File: src/sv/vigenere_cipher_stream_assert.svh
// Assertion macros shared by the cipher stream RTL.
// All checks run on aclk and are muted while aresetn is low.
`ifndef VIGENERE_CIPHER_STREAM_ASSERT_SVH
`define VIGENERE_CIPHER_STREAM_ASSERT_SVH

// Consequent must hold in the same cycle as the antecedent.
`define VCS_ASSERT_SAME(label, ante, cons, msg) \
    label: assert property (@(posedge aclk) disable iff (!aresetn) (ante) |-> (cons)) \
        else $error(msg);

// Consequent must hold in the cycle after the antecedent.
`define VCS_ASSERT_NEXT(label, ante, cons, msg) \
    label: assert property (@(posedge aclk) disable iff (!aresetn) (ante) |=> (cons)) \
        else $error(msg);

`endif

File: src/sv/vcs_pkg.sv
package vcs_pkg;

    localparam int BYTE_W    = 8;
    localparam int KEY_MAX   = 16;
    localparam int KEY_POS_W = $clog2(KEY_MAX);
    localparam int KEY_LEN_W = KEY_POS_W + 1;
    localparam int CFG_W     = 64;
    localparam int CFG_IDX_W = 2;
    localparam int SHIFT_W   = 5;
    localparam int SUM_W     = SHIFT_W + 1;

    localparam logic [BYTE_W-1:0] CHAR_A    = 8'h61;
    localparam logic [BYTE_W-1:0] CHAR_Z    = 8'h7A;
    localparam logic [SUM_W-1:0]  ALPHA_LEN = 6'd26;

    // Configuration register indexes
    typedef enum logic [CFG_IDX_W-1:0] {
        REG_KEY_LOW  = 2'd0,
        REG_KEY_HIGH = 2'd1,
        REG_KEY_LEN  = 2'd2,
        REG_DECRYPT  = 2'd3
    } cfg_reg_t;

    typedef struct packed {
        logic [CFG_W-1:0]     key_high;
        logic [CFG_W-1:0]     key_low;
        logic [KEY_LEN_W-1:0] key_len;
        logic                 decrypt;
    } vcs_cfg_t;

    typedef struct packed {
        logic [KEY_POS_W-1:0] key_pos;
        logic                 last;
        logic [BYTE_W-1:0]    data;
    } vcs_item_t;

    typedef struct packed {
        logic              last;
        logic [BYTE_W-1:0] data;
    } vcs_result_t;

    function automatic logic is_lower(input logic [BYTE_W-1:0] c);
        return (c >= CHAR_A) && (c <= CHAR_Z);
    endfunction

endpackage

File: src/sv/vigenere_cipher_stream.sv
// Channel   Direction  tdata (low bit up)   tlast         Notes
// s_        in         [7:0] in_byte        in_last       one character a request
// m_        out        [7:0] out_byte       out_last      one result per request
// cfg_      in         [63:0] register      -             index 0..3, no read-back
//
// One request per cycle sustained while m_tready is high. The input register takes a
// request; its result is valid once loaded into the result register. Throughput is
// set by these two registers, with the key byte select, one add and one compare and
// subtract of 26 between them; the key-slot counter sits in front of the input register.
// Reset clears both stage valids, the key slot and the configuration registers
// (key length 1).
// With m_tready low the result holds and the input register takes one more
// request, then s_tready drops until the result is taken.
module vigenere_cipher_stream (
    input  logic                          aclk,
    input  logic                          aresetn,
    input  logic                          s_tvalid,
    output logic                          s_tready,
    input  logic [vcs_pkg::BYTE_W-1:0]    s_tdata,   // [7:0] in_byte
    input  logic                          s_tlast,
    output logic                          m_tvalid,
    input  logic                          m_tready,
    output logic [vcs_pkg::BYTE_W-1:0]    m_tdata,   // [7:0] out_byte
    output logic                          m_tlast,
    input  logic                          cfg_wr_en,
    input  logic [vcs_pkg::CFG_IDX_W-1:0] cfg_index,
    input  logic [vcs_pkg::CFG_W-1:0]     cfg_wr_data
);
    import vcs_pkg::*;

`include "vigenere_cipher_stream_assert.svh"

    vcs_cfg_t             cfg;
    vcs_item_t            item;
    vcs_result_t          result;
    logic                 item_valid;
    logic                 out_ready;
    logic [KEY_POS_W-1:0] key_pos;

    vcs_cfg_regs u_cfg (
        .aclk        (aclk),
        .aresetn     (aresetn),
        .cfg_wr_en   (cfg_wr_en),
        .cfg_index   (cfg_index),
        .cfg_wr_data (cfg_wr_data),
        .cfg         (cfg)
    );

    vcs_ingress u_ingress (
        .aclk       (aclk),
        .aresetn    (aresetn),
        .s_tvalid   (s_tvalid),
        .s_tready   (s_tready),
        .s_tdata    (s_tdata),
        .s_tlast    (s_tlast),
        .key_len    (cfg.key_len),
        .down_ready (out_ready),
        .item_valid (item_valid),
        .item       (item),
        .key_pos    (key_pos)
    );

    vcs_cipher u_cipher (
        .item   (item),
        .cfg    (cfg),
        .result (result)
    );

    vcs_egress u_egress (
        .aclk      (aclk),
        .aresetn   (aresetn),
        .res_valid (item_valid),
        .res       (result),
        .up_ready  (out_ready),
        .m_tvalid  (m_tvalid),
        .m_tready  (m_tready),
        .m_tdata   (m_tdata),
        .m_tlast   (m_tlast)
    );

    // Key slot restarts after the last byte of a line
    `VCS_ASSERT_NEXT(a_pos_restart, s_tvalid && s_tready && s_tlast, key_pos == '0,
        "key slot not cleared after line end")

    // Input only backs up when both stages hold a request
    `VCS_ASSERT_SAME(a_full_stall, !s_tready, item_valid && m_tvalid,
        "input stalled with a free stage")

    // Letters stay letters and other bytes stay non-letters
    `VCS_ASSERT_SAME(a_letter_class, item_valid,
        is_lower(item.data) == is_lower(result.data), "letter class changed")

endmodule

File: src/sv/vcs_cfg_regs.sv
module vcs_cfg_regs (
    input  logic                        aclk,
    input  logic                        aresetn,
    input  logic                        cfg_wr_en,
    input  logic [vcs_pkg::CFG_IDX_W-1:0] cfg_index,
    input  logic [vcs_pkg::CFG_W-1:0]   cfg_wr_data,
    output vcs_pkg::vcs_cfg_t           cfg
);
    import vcs_pkg::*;

    logic [CFG_W-1:0]     key_low_reg,  key_low_next;
    logic [CFG_W-1:0]     key_high_reg, key_high_next;
    logic [KEY_LEN_W-1:0] key_len_reg,  key_len_next;
    logic                 decrypt_reg,  decrypt_next;
    logic [KEY_LEN_W-1:0] len_raw;
    logic [KEY_LEN_W-1:0] len_sat;

    // Clamp the written length to 1..KEY_MAX
    always_comb begin
        len_raw = cfg_wr_data[KEY_LEN_W-1:0];
        if (len_raw == '0) begin
            len_sat = KEY_LEN_W'(1);
        end else if (len_raw > KEY_LEN_W'(KEY_MAX)) begin
            len_sat = KEY_LEN_W'(KEY_MAX);
        end else begin
            len_sat = len_raw;
        end
    end

    // Decode the register write
    always_comb begin
        key_low_next  = key_low_reg;
        key_high_next = key_high_reg;
        key_len_next  = key_len_reg;
        decrypt_next  = decrypt_reg;
        if (cfg_wr_en) begin
            case (cfg_reg_t'(cfg_index))
                REG_KEY_LOW:  key_low_next  = cfg_wr_data;
                REG_KEY_HIGH: key_high_next = cfg_wr_data;
                REG_KEY_LEN:  key_len_next  = len_sat;
                REG_DECRYPT:  decrypt_next  = cfg_wr_data[0];
                default: ;
            endcase
        end
    end

    always_ff @(posedge aclk) begin
        if (!aresetn) begin
            key_low_reg  <= '0;
            key_high_reg <= '0;
            key_len_reg  <= KEY_LEN_W'(1);
            decrypt_reg  <= 1'b0;
        end else begin
            key_low_reg  <= key_low_next;
            key_high_reg <= key_high_next;
            key_len_reg  <= key_len_next;
            decrypt_reg  <= decrypt_next;
        end
    end

    assign cfg.key_low  = key_low_reg;
    assign cfg.key_high = key_high_reg;
    assign cfg.key_len  = key_len_reg;
    assign cfg.decrypt  = decrypt_reg;

endmodule

File: src/sv/vcs_ingress.sv
module vcs_ingress (
    input  logic                           aclk,
    input  logic                           aresetn,
    input  logic                           s_tvalid,
    output logic                           s_tready,
    input  logic [vcs_pkg::BYTE_W-1:0]     s_tdata,
    input  logic                           s_tlast,
    input  logic [vcs_pkg::KEY_LEN_W-1:0]  key_len,
    input  logic                           down_ready,
    output logic                           item_valid,
    output vcs_pkg::vcs_item_t             item,
    output logic [vcs_pkg::KEY_POS_W-1:0]  key_pos
);
    import vcs_pkg::*;

    logic                 valid_reg, valid_next;
    vcs_item_t            item_reg,  item_next;
    logic [KEY_POS_W-1:0] key_pos_reg, key_pos_next;
    logic [KEY_POS_W-1:0] pos_eff;
    logic [KEY_LEN_W-1:0] pos_inc;
    logic                 accept;

    assign s_tready = !valid_reg || down_ready;
    assign accept   = s_tvalid && s_tready;

    // Pick the key slot for this request; drop a slot beyond a shortened key
    always_comb begin
        if ({1'b0, key_pos_reg} >= key_len) begin
            pos_eff = '0;
        end else begin
            pos_eff = key_pos_reg;
        end
        pos_inc = {1'b0, pos_eff} + KEY_LEN_W'(1);
    end

    // Advance the key slot, wrap at key length, restart after the line end
    always_comb begin
        key_pos_next = key_pos_reg;
        valid_next   = valid_reg;
        item_next    = item_reg;
        if (accept) begin
            if (s_tlast || (pos_inc >= key_len)) begin
                key_pos_next = '0;
            end else begin
                key_pos_next = pos_inc[KEY_POS_W-1:0];
            end
            valid_next        = 1'b1;
            item_next.key_pos = pos_eff;
            item_next.last    = s_tlast;
            item_next.data    = s_tdata;
        end else if (down_ready) begin
            valid_next = 1'b0;
        end
    end

    always_ff @(posedge aclk) begin
        if (!aresetn) begin
            valid_reg   <= 1'b0;
            key_pos_reg <= '0;
        end else begin
            valid_reg   <= valid_next;
            key_pos_reg <= key_pos_next;
        end
    end

    always_ff @(posedge aclk) begin
        item_reg <= item_next;
    end

    assign item_valid = valid_reg;
    assign item       = item_reg;
    assign key_pos    = key_pos_reg;

endmodule

File: src/sv/vcs_cipher.sv
module vcs_cipher (
    input  vcs_pkg::vcs_item_t   item,
    input  vcs_pkg::vcs_cfg_t    cfg,
    output vcs_pkg::vcs_result_t result
);
    import vcs_pkg::*;

    logic [2*CFG_W-1:0]  key_all;
    logic [BYTE_W-1:0]   key_byte;
    logic [BYTE_W-1:0]   key_off;
    logic [BYTE_W-1:0]   chr_off;
    logic [SHIFT_W-1:0]  shift;
    logic [SHIFT_W-1:0]  idx;
    logic [SUM_W-1:0]    sum;
    logic [SUM_W-1:0]    wrapped;

    assign key_all  = {cfg.key_high, cfg.key_low};
    assign key_byte = key_all[{item.key_pos, 3'b000} +: BYTE_W];

    // Shift is the key letter's alphabet index plus one, zero for other bytes
    always_comb begin
        key_off = key_byte - CHAR_A + BYTE_W'(1);
        if (is_lower(key_byte)) begin
            shift = key_off[SHIFT_W-1:0];
        end else begin
            shift = '0;
        end
    end

    // Rotate the letter by the shift, one subtract of 26 keeps it in range
    always_comb begin
        chr_off = item.data - CHAR_A;
        idx     = chr_off[SHIFT_W-1:0];
        if (cfg.decrypt) begin
            sum = {1'b0, idx} + ALPHA_LEN - {1'b0, shift};
        end else begin
            sum = {1'b0, idx} + {1'b0, shift};
        end
        if (sum >= ALPHA_LEN) begin
            wrapped = sum - ALPHA_LEN;
        end else begin
            wrapped = sum;
        end
    end

    // Pass non-letters through untouched
    always_comb begin
        result.last = item.last;
        if (is_lower(item.data)) begin
            result.data = CHAR_A + {{(BYTE_W-SHIFT_W){1'b0}}, wrapped[SHIFT_W-1:0]};
        end else begin
            result.data = item.data;
        end
    end

endmodule

File: src/sv/vcs_egress.sv
module vcs_egress (
    input  logic                       aclk,
    input  logic                       aresetn,
    input  logic                       res_valid,
    input  vcs_pkg::vcs_result_t       res,
    output logic                       up_ready,
    output logic                       m_tvalid,
    input  logic                       m_tready,
    output logic [vcs_pkg::BYTE_W-1:0] m_tdata,
    output logic                       m_tlast
);
    import vcs_pkg::*;

    logic        valid_reg, valid_next;
    vcs_result_t res_reg,   res_next;

    assign up_ready = !valid_reg || m_tready;

    // Load a new result when the register is free or being drained
    always_comb begin
        valid_next = valid_reg;
        res_next   = res_reg;
        if (up_ready) begin
            valid_next = res_valid;
            res_next   = res;
        end
    end

    always_ff @(posedge aclk) begin
        if (!aresetn) begin
            valid_reg <= 1'b0;
        end else begin
            valid_reg <= valid_next;
        end
    end

    always_ff @(posedge aclk) begin
        res_reg <= res_next;
    end

    assign m_tvalid = valid_reg;
    assign m_tdata  = res_reg.data;
    assign m_tlast  = res_reg.last;

endmodule
File: config.mk
export PLATFORM = sky130hd
export DESIGN_NAME = vigenere_cipher_stream
export DESIGN_NICKNAME = d
export VERILOG_FILES = /design/src/sv/vcs_pkg.sv /design/src/sv/vigenere_cipher_stream.sv /design/src/sv/vcs_cfg_regs.sv /design/src/sv/vcs_ingress.sv /design/src/sv/vcs_cipher.sv /design/src/sv/vcs_egress.sv
export VERILOG_INCLUDE_DIRS = /design/src /design/src/sv
export SDC_FILE = /design/constraint.sdc
export NUM_CORES = 1
export LEC_CHECK = 0
export BUFFER_PORTS_ARGS = -buffer_cell sky130_fd_sc_hd__buf_2
export CAP_MARGIN = 20
export CELL_PAD_IN_SITES_DETAIL_PLACEMENT = 1
export CELL_PAD_IN_SITES_GLOBAL_PLACEMENT = 2
export CORE_MARGIN = 2
export CORE_UTILIZATION = 37
export DETAILED_ROUTE_END_ITERATION = 10
export GPL_ROUTABILITY_DRIVEN = 1
export PLACE_DENSITY = 0.9
export SKIP_LAST_GASP = 1
export SYNTH_ARGS = -nofsm -noshare
export SYNTH_HDL_FRONTEND = slang
export SYNTH_SLANG_ARGS = --single-unit
File: constraint.sdc
create_clock -name aclk -period 5.6 [get_ports aclk]
set_clock_uncertainty 0.05 [all_clocks]
set_input_delay 0.84 -clock aclk [delete_from_list [all_inputs] [get_ports aclk]]
set_output_delay 0.84 -clock aclk [all_outputs]
set_load 0.01 [all_outputs]
# Yosys cells after proc, flatten, opt, wreduce, memory -nomap -nowiden
# Index checks and enable logic that the tools add are counted.
totals:
  regBits: 162
  in_bits: 80
  word_cells: 58
classes:
  add_sub_neg: 9
  order_cmp: 8
  eq_ne: 3
  shifts: 1
  n_mux: 10
  n_reduce_logical: 15
op_table:
  columns: ["cell", "n"]
  rows:
  - ["128-bit by 8-bit variable part select with 8-bit output", 1]
  - ["5-bit 2-to-1 mux", 4]
  - ["8-bit by 7-bit >= comparator with 1-bit output (second input constant)", 2]
  - ["8-bit by 7-bit <= comparator with 1-bit output (second input constant)", 2]
  - ["5-bit by 1-bit subtractor with 5-bit output (second input constant)", 2]
  - ["7-bit by 5-bit adder with 8-bit output (first input constant)", 1]
  - ["4-bit 2-to-1 mux", 2]
  - ["8-bit 2-to-1 mux", 1]
  - ["2-bit AND reduction", 4]
  - ["5-bit by 5-bit adder with 6-bit output", 1]
  - ["5-bit by 5-bit adder with 6-bit output (second input constant)", 1]
  - ["6-bit by 5-bit >= comparator with 1-bit output (second input constant)", 1]
  - ["6-bit 2-to-1 mux", 1]
  - ["6-bit by 5-bit subtractor with 6-bit output", 1]
  - ["4-bit by 1-bit adder with 5-bit output (second input constant)", 1]
  - ["5-bit by 1-bit adder with 5-bit output (second input constant)", 1]
  - ["4-bit by 5-bit >= comparator with 1-bit output", 1]
  - ["5-bit >= comparator", 1]
  - ["5-bit greater-than comparator (second input constant)", 1]
  - ["5-bit logical NOT", 1]
  - ["5-bit subtractor (second input constant)", 1]
  - ["2-bit equality test (second input constant)", 2]
  - ["1-bit logical AND", 3]
  - ["1-bit logical OR", 3]
  - ["other kinds (5)", 7]

# Logic depth before layout (Yosys ltp)
logic_depth:
  word_depth: 10
  mapped_depth: 21
  depth_no_buf: 19

# Cells and area by module
# From an unflattened synthesis, not the netlist that was laid out.
hier_totals:
  cells_unflattened: 890
  area_unflattened_um2: 8256.7
by_module_without_submodules:
  columns: ["module", "n_inst", "cells_each", "area_per_inst_um2"]
  rows:
  - ["vcs_cfg_regs", 1, 584, 5037.3]
  - ["vcs_cipher", 1, 220, 1985.7]
  - ["vcs_ingress", 1, 73, 914.6]
  - ["vcs_egress", 1, 13, 319.1]

# Worst setup path before layout
# No wires, ideal clock.
synth_timing:
  path_kind: "reg-to-reg"
  from: "reg u_ingress.item_reg, in the netlist u_ingress.item[9]"
  to: "reg u_egress.res_reg, in the netlist u_egress.m_tdata[4], data pin"
  setup_ns: 0.268
  t_arrival_ns: 4.402
  required_time_ns: 5.282
  path_slack_ns: 0.879
  stages_incl_launch_ff: 20
  path_buffers: 2
  path_cell_list: "edfxtp_1 buf_6 buf_6 mux4_2 mux4_2 a21oi_1 nor2_1 nor2_2 and2_1 ha_1 ha_1 inv_1 fa_1 nand2_1 o21ai_1 ha_1 or4_1 o311ai_2 and4_1 o31ai_2"
synth_lines:
  columns: ["element", "line", "rtl"]
  rows:
  - ["from (decl)", "vcs_ingress.sv:17", "vcs_item_t item_reg, item_next;"]
  - ["from (signal assigned)", "vcs_ingress.sv:67", "item_reg <= item_next;"]
  - ["to (signal assigned)", "vcs_egress.sv:38", "res_reg <= res_next;"]
  - ["to (decl)", "vcs_egress.sv:15", "vcs_result_t res_reg, res_next;"]

==> results_dict.tcl <==
set metrics [dict create \
    status "complete, no violations" \
    met2_usage 0.3455 \
    nNetsFinal 1035 \
    rsz0062_at_grt "false" \
    cpMaxStageDelayCell "edfxtp_1" \
    critPathLaunchType "register" \
    timing.slew.headroom 0.3906 \
    cp_common_cell "ha_1" \
    clock_path_buffers 2 \
    p_comb_frac 0.113 \
    yosysSeqAreaShare 0.4349 \
    clkSinkCount 162 \
    drc 0 \
    via_per_inst 5.161 \
    die-area_sq_um 22710 \
    crit_path_end_kind "register" \
    fmax_ghz 0.1942 \
    p_switching_uw 698.0 \
    diodes 0 \
    p_int_mw 2.057 \
    power.density_nw_per_um2 299.2 \
    fin_crit_sh 0.9194 \
    die_w_microns 150.7 \
    grt_max_degree 74 \
    drive_above_1_share 0.1857 \
    core_sq_um 21090 \
    clkTransAtPathRegs_ns 0.07 \
    wirelength_mm 21.60 \
    dr_total_vias 6255 \
    yosysWarnings 0 \
    initial_core_util 0.3776 \
    portBuffers 90 \
    clk_latency_ns 0.44 \
    cts_root_buffer "clkbuf_16" \
    synth_cell_types 61 \
    fin_crit_ns 5.148 \
    htreeDepth 4 \
    syn_area_per_cell_sq_um 9.237 \
    synth_fp_nets 973 \
    crit_type "register to register" \
    maxSlewViolCount 0 \
    arrival_ns 5.28 \
    gr-total-overflow 0 \
    synth_edf_count 22 \
    synth_area_sq_um 7963 \
    hold_class "register to register" \
    ys_seq_elements 162 \
    whs_ns 0.3684 \
    fp.dieH_microns 150.7 \
    tightestPinTransition_ns 0.9142 \
    grt_pass1_wl_mm 35.29 \
    ios 91 \
    syn_inst 862 \
    synth_top_flop_cell "dfxtp_1" \
    grtUsageTotal 0.2015 \
    antenna_found_initial 0 \
    first_global_vias 6493 \
    p_sw_frac 0.2534 \
    setup_viol 0 \
    maxCapViolations 0 \
    cts_made_buffers 17 \
    vdd_ir_drop_max_mv 0.2116 \
    cpPeakStageDelay_ns 0.62 \
    cp_data_required_time_ns 5.73 \
    pwr-share-seq 0.454 \
    cts_tree "yes" \
    gr-usage-met3 0.03970 \
    setup_tns_ns 0 \
    p_leak_nw 3.379 \
    drtIter0Drc 299 \
    dp_hpwl_mm 14.84 \
    drtAntennaViolNets 0 \
    busiest_layer "met2" \
    finalHoldViolCount 0 \
    synthArstFlopShare 0 \
    wl_per_cell_microns 17.83 \
    met1_usage 0.2614 \
    num_rows 53 \
    critPathMaxFanout 12 \
    final_common_cell "nand2_1" \
    areaGrowthSynthToFinish_pct 15.60 \
    p_clk_frac 0.432 \
    crit_chain "buf_4 > o311ai_0 > o21ai_0 > mux4_2 > nor2_2 > and2_1 > ha_1 > ha_1 > inv_1 > fa_1 > nand2_1 > o21ai_1 > ha_1 > or4_1 > o311ai_2 > and4_1 > o31ai_2" \
    place.gp.congestion 0.8085 \
    mostFrequentLayoutCells "nand2_1, dfxtp_1, a21boi_0" \
    firstDrtPassIters 4 \
]
worst paths after layout:
kind | startpoint | end | slack [ns] | cells after the start
max reg2reg | u_ingress.item[11] | u_egress.m_tdata[4] | 0.45 | 17
min reg2reg | u_ingress.item[8] | u_egress.m_tlast | 0.37 | 0
min | u_ingress.item[8] | u_egress.m_tlast | 0.37 | 0
max | u_ingress.item[11] | u_egress.m_tdata[4] | 0.45 | 17
power groups by stage:
stage,Clock (mW),Sequential (mW),Combinational [mW]
after global routing,1.26,1.26,0.349
after global placement,0,1.28,0.307
after CTS,1.21,1.25,0.314
after detailed placement,0,1.28,0.313
final,1.19,1.25,0.313
after floorplan,0,1.27,0.212
timing repair:
action	CTS	global route
buffers inserted	0	1
hold buffers	0	0
resized for setup	0	1
endpoints found under the setup margin	0	7
stage by stage:
stage                       util  total power [mW]  instance area (sq um)  setup WS (ns)  cells
after floorplan                -             1.479                   7963         0.8794    862
after CTS                 0.4360             2.779                   9194         0.3035   1211
final                     0.4365             2.755                   9205         0.4516   1212
after global placement    0.4076             1.583                   8596         0.4856   1179
after detailed placement  0.4076             1.590                   8596         0.3306   1179
after global routing      0.4365             2.869                   9205        0.05109   1212
cell usage after synthesis, drive strengths merged (2+ instances only):
library cell,count,share of area
nor3b,7,0.0066
a21oi,10,0.0068
a22oi,2,0.0019
xnor2,4,0.0044
and3,3,0.0031
clkbuf,49,0.023
nand2,281,0.13
a21boi,130,0.12
and2,5,0.0039
mux4,26,0.074
a31oi,2,0.0016
xor2,6,0.0066
ha,29,0.046
nor3,6,0.0038
o31ai,6,0.0069
o21a,2,0.0019
a21o,6,0.0057
mux2i,7,0.0093
nand2b,5,0.0039
o32ai,2,0.0046
o311ai,6,0.0075
nor2b,12,0.0094
nand3b,5,0.0047
dfxtp,140,0.35
fa,2,0.0050
or2,3,0.0024
or4,2,0.0024
o21ai,13,0.0086
or3b,2,0.0022
buf,5,0.0058
nand4b,10,0.011
inv,20,0.0094
o31a,2,0.0022
nand3,7,0.0044
nor2,14,0.0069
edfxtp,22,0.083
worst max-delay path, delay by kind of cell, from the launching register on:
family | cells | cell delay, ns
AND/OR/NAND/NOR | 5 | 1.31
adder cells (fa/ha/maj) | 4 | 1.19
AO/OA/AOI/OAI | 5 | 0.81
flip-flops | 1 | 0.62
multiplexers | 1 | 0.55
buffers and inverters | 2 | 0.37
cells by family (layout without fill, tap and decap cells):
kind of cell / after synthesis / count (layout) / share of synthesized area
mux: 34 / 34 / 0.08422
flops: 162 / 162 / 0.4349
simple gates: 366 / 366 / 0.2040
fa+ha+maj: 31 / 31 / 0.05060
compound gates: 185 / 185 / 0.1769
xor+xnor: 10 / 10 / 0.01100
buf+inv: 74 / 149 / 0.03834
layer usage:
layer	up-vias	part of all wire
met4	0	0.014
met1	3070	0.46
met3	18	0.032
li1	3084	-
met2	83	0.50
met5	-	0
area by class of cell:
class / count / area, sq um
Fill cell: 2450 / 11880
Multi-Input combinational cell: 626 / 4207
Sequential cell: 162 / 3463
Timing Repair Buffer: 97 / 518.0
Clock buffer: 21 / 471.7
Tap cell: 275 / 344.1
Clock inverter: 11 / 126.4
Inverter: 20 / 75.07
No activity file was read; power rests on OpenSTA's default activity.
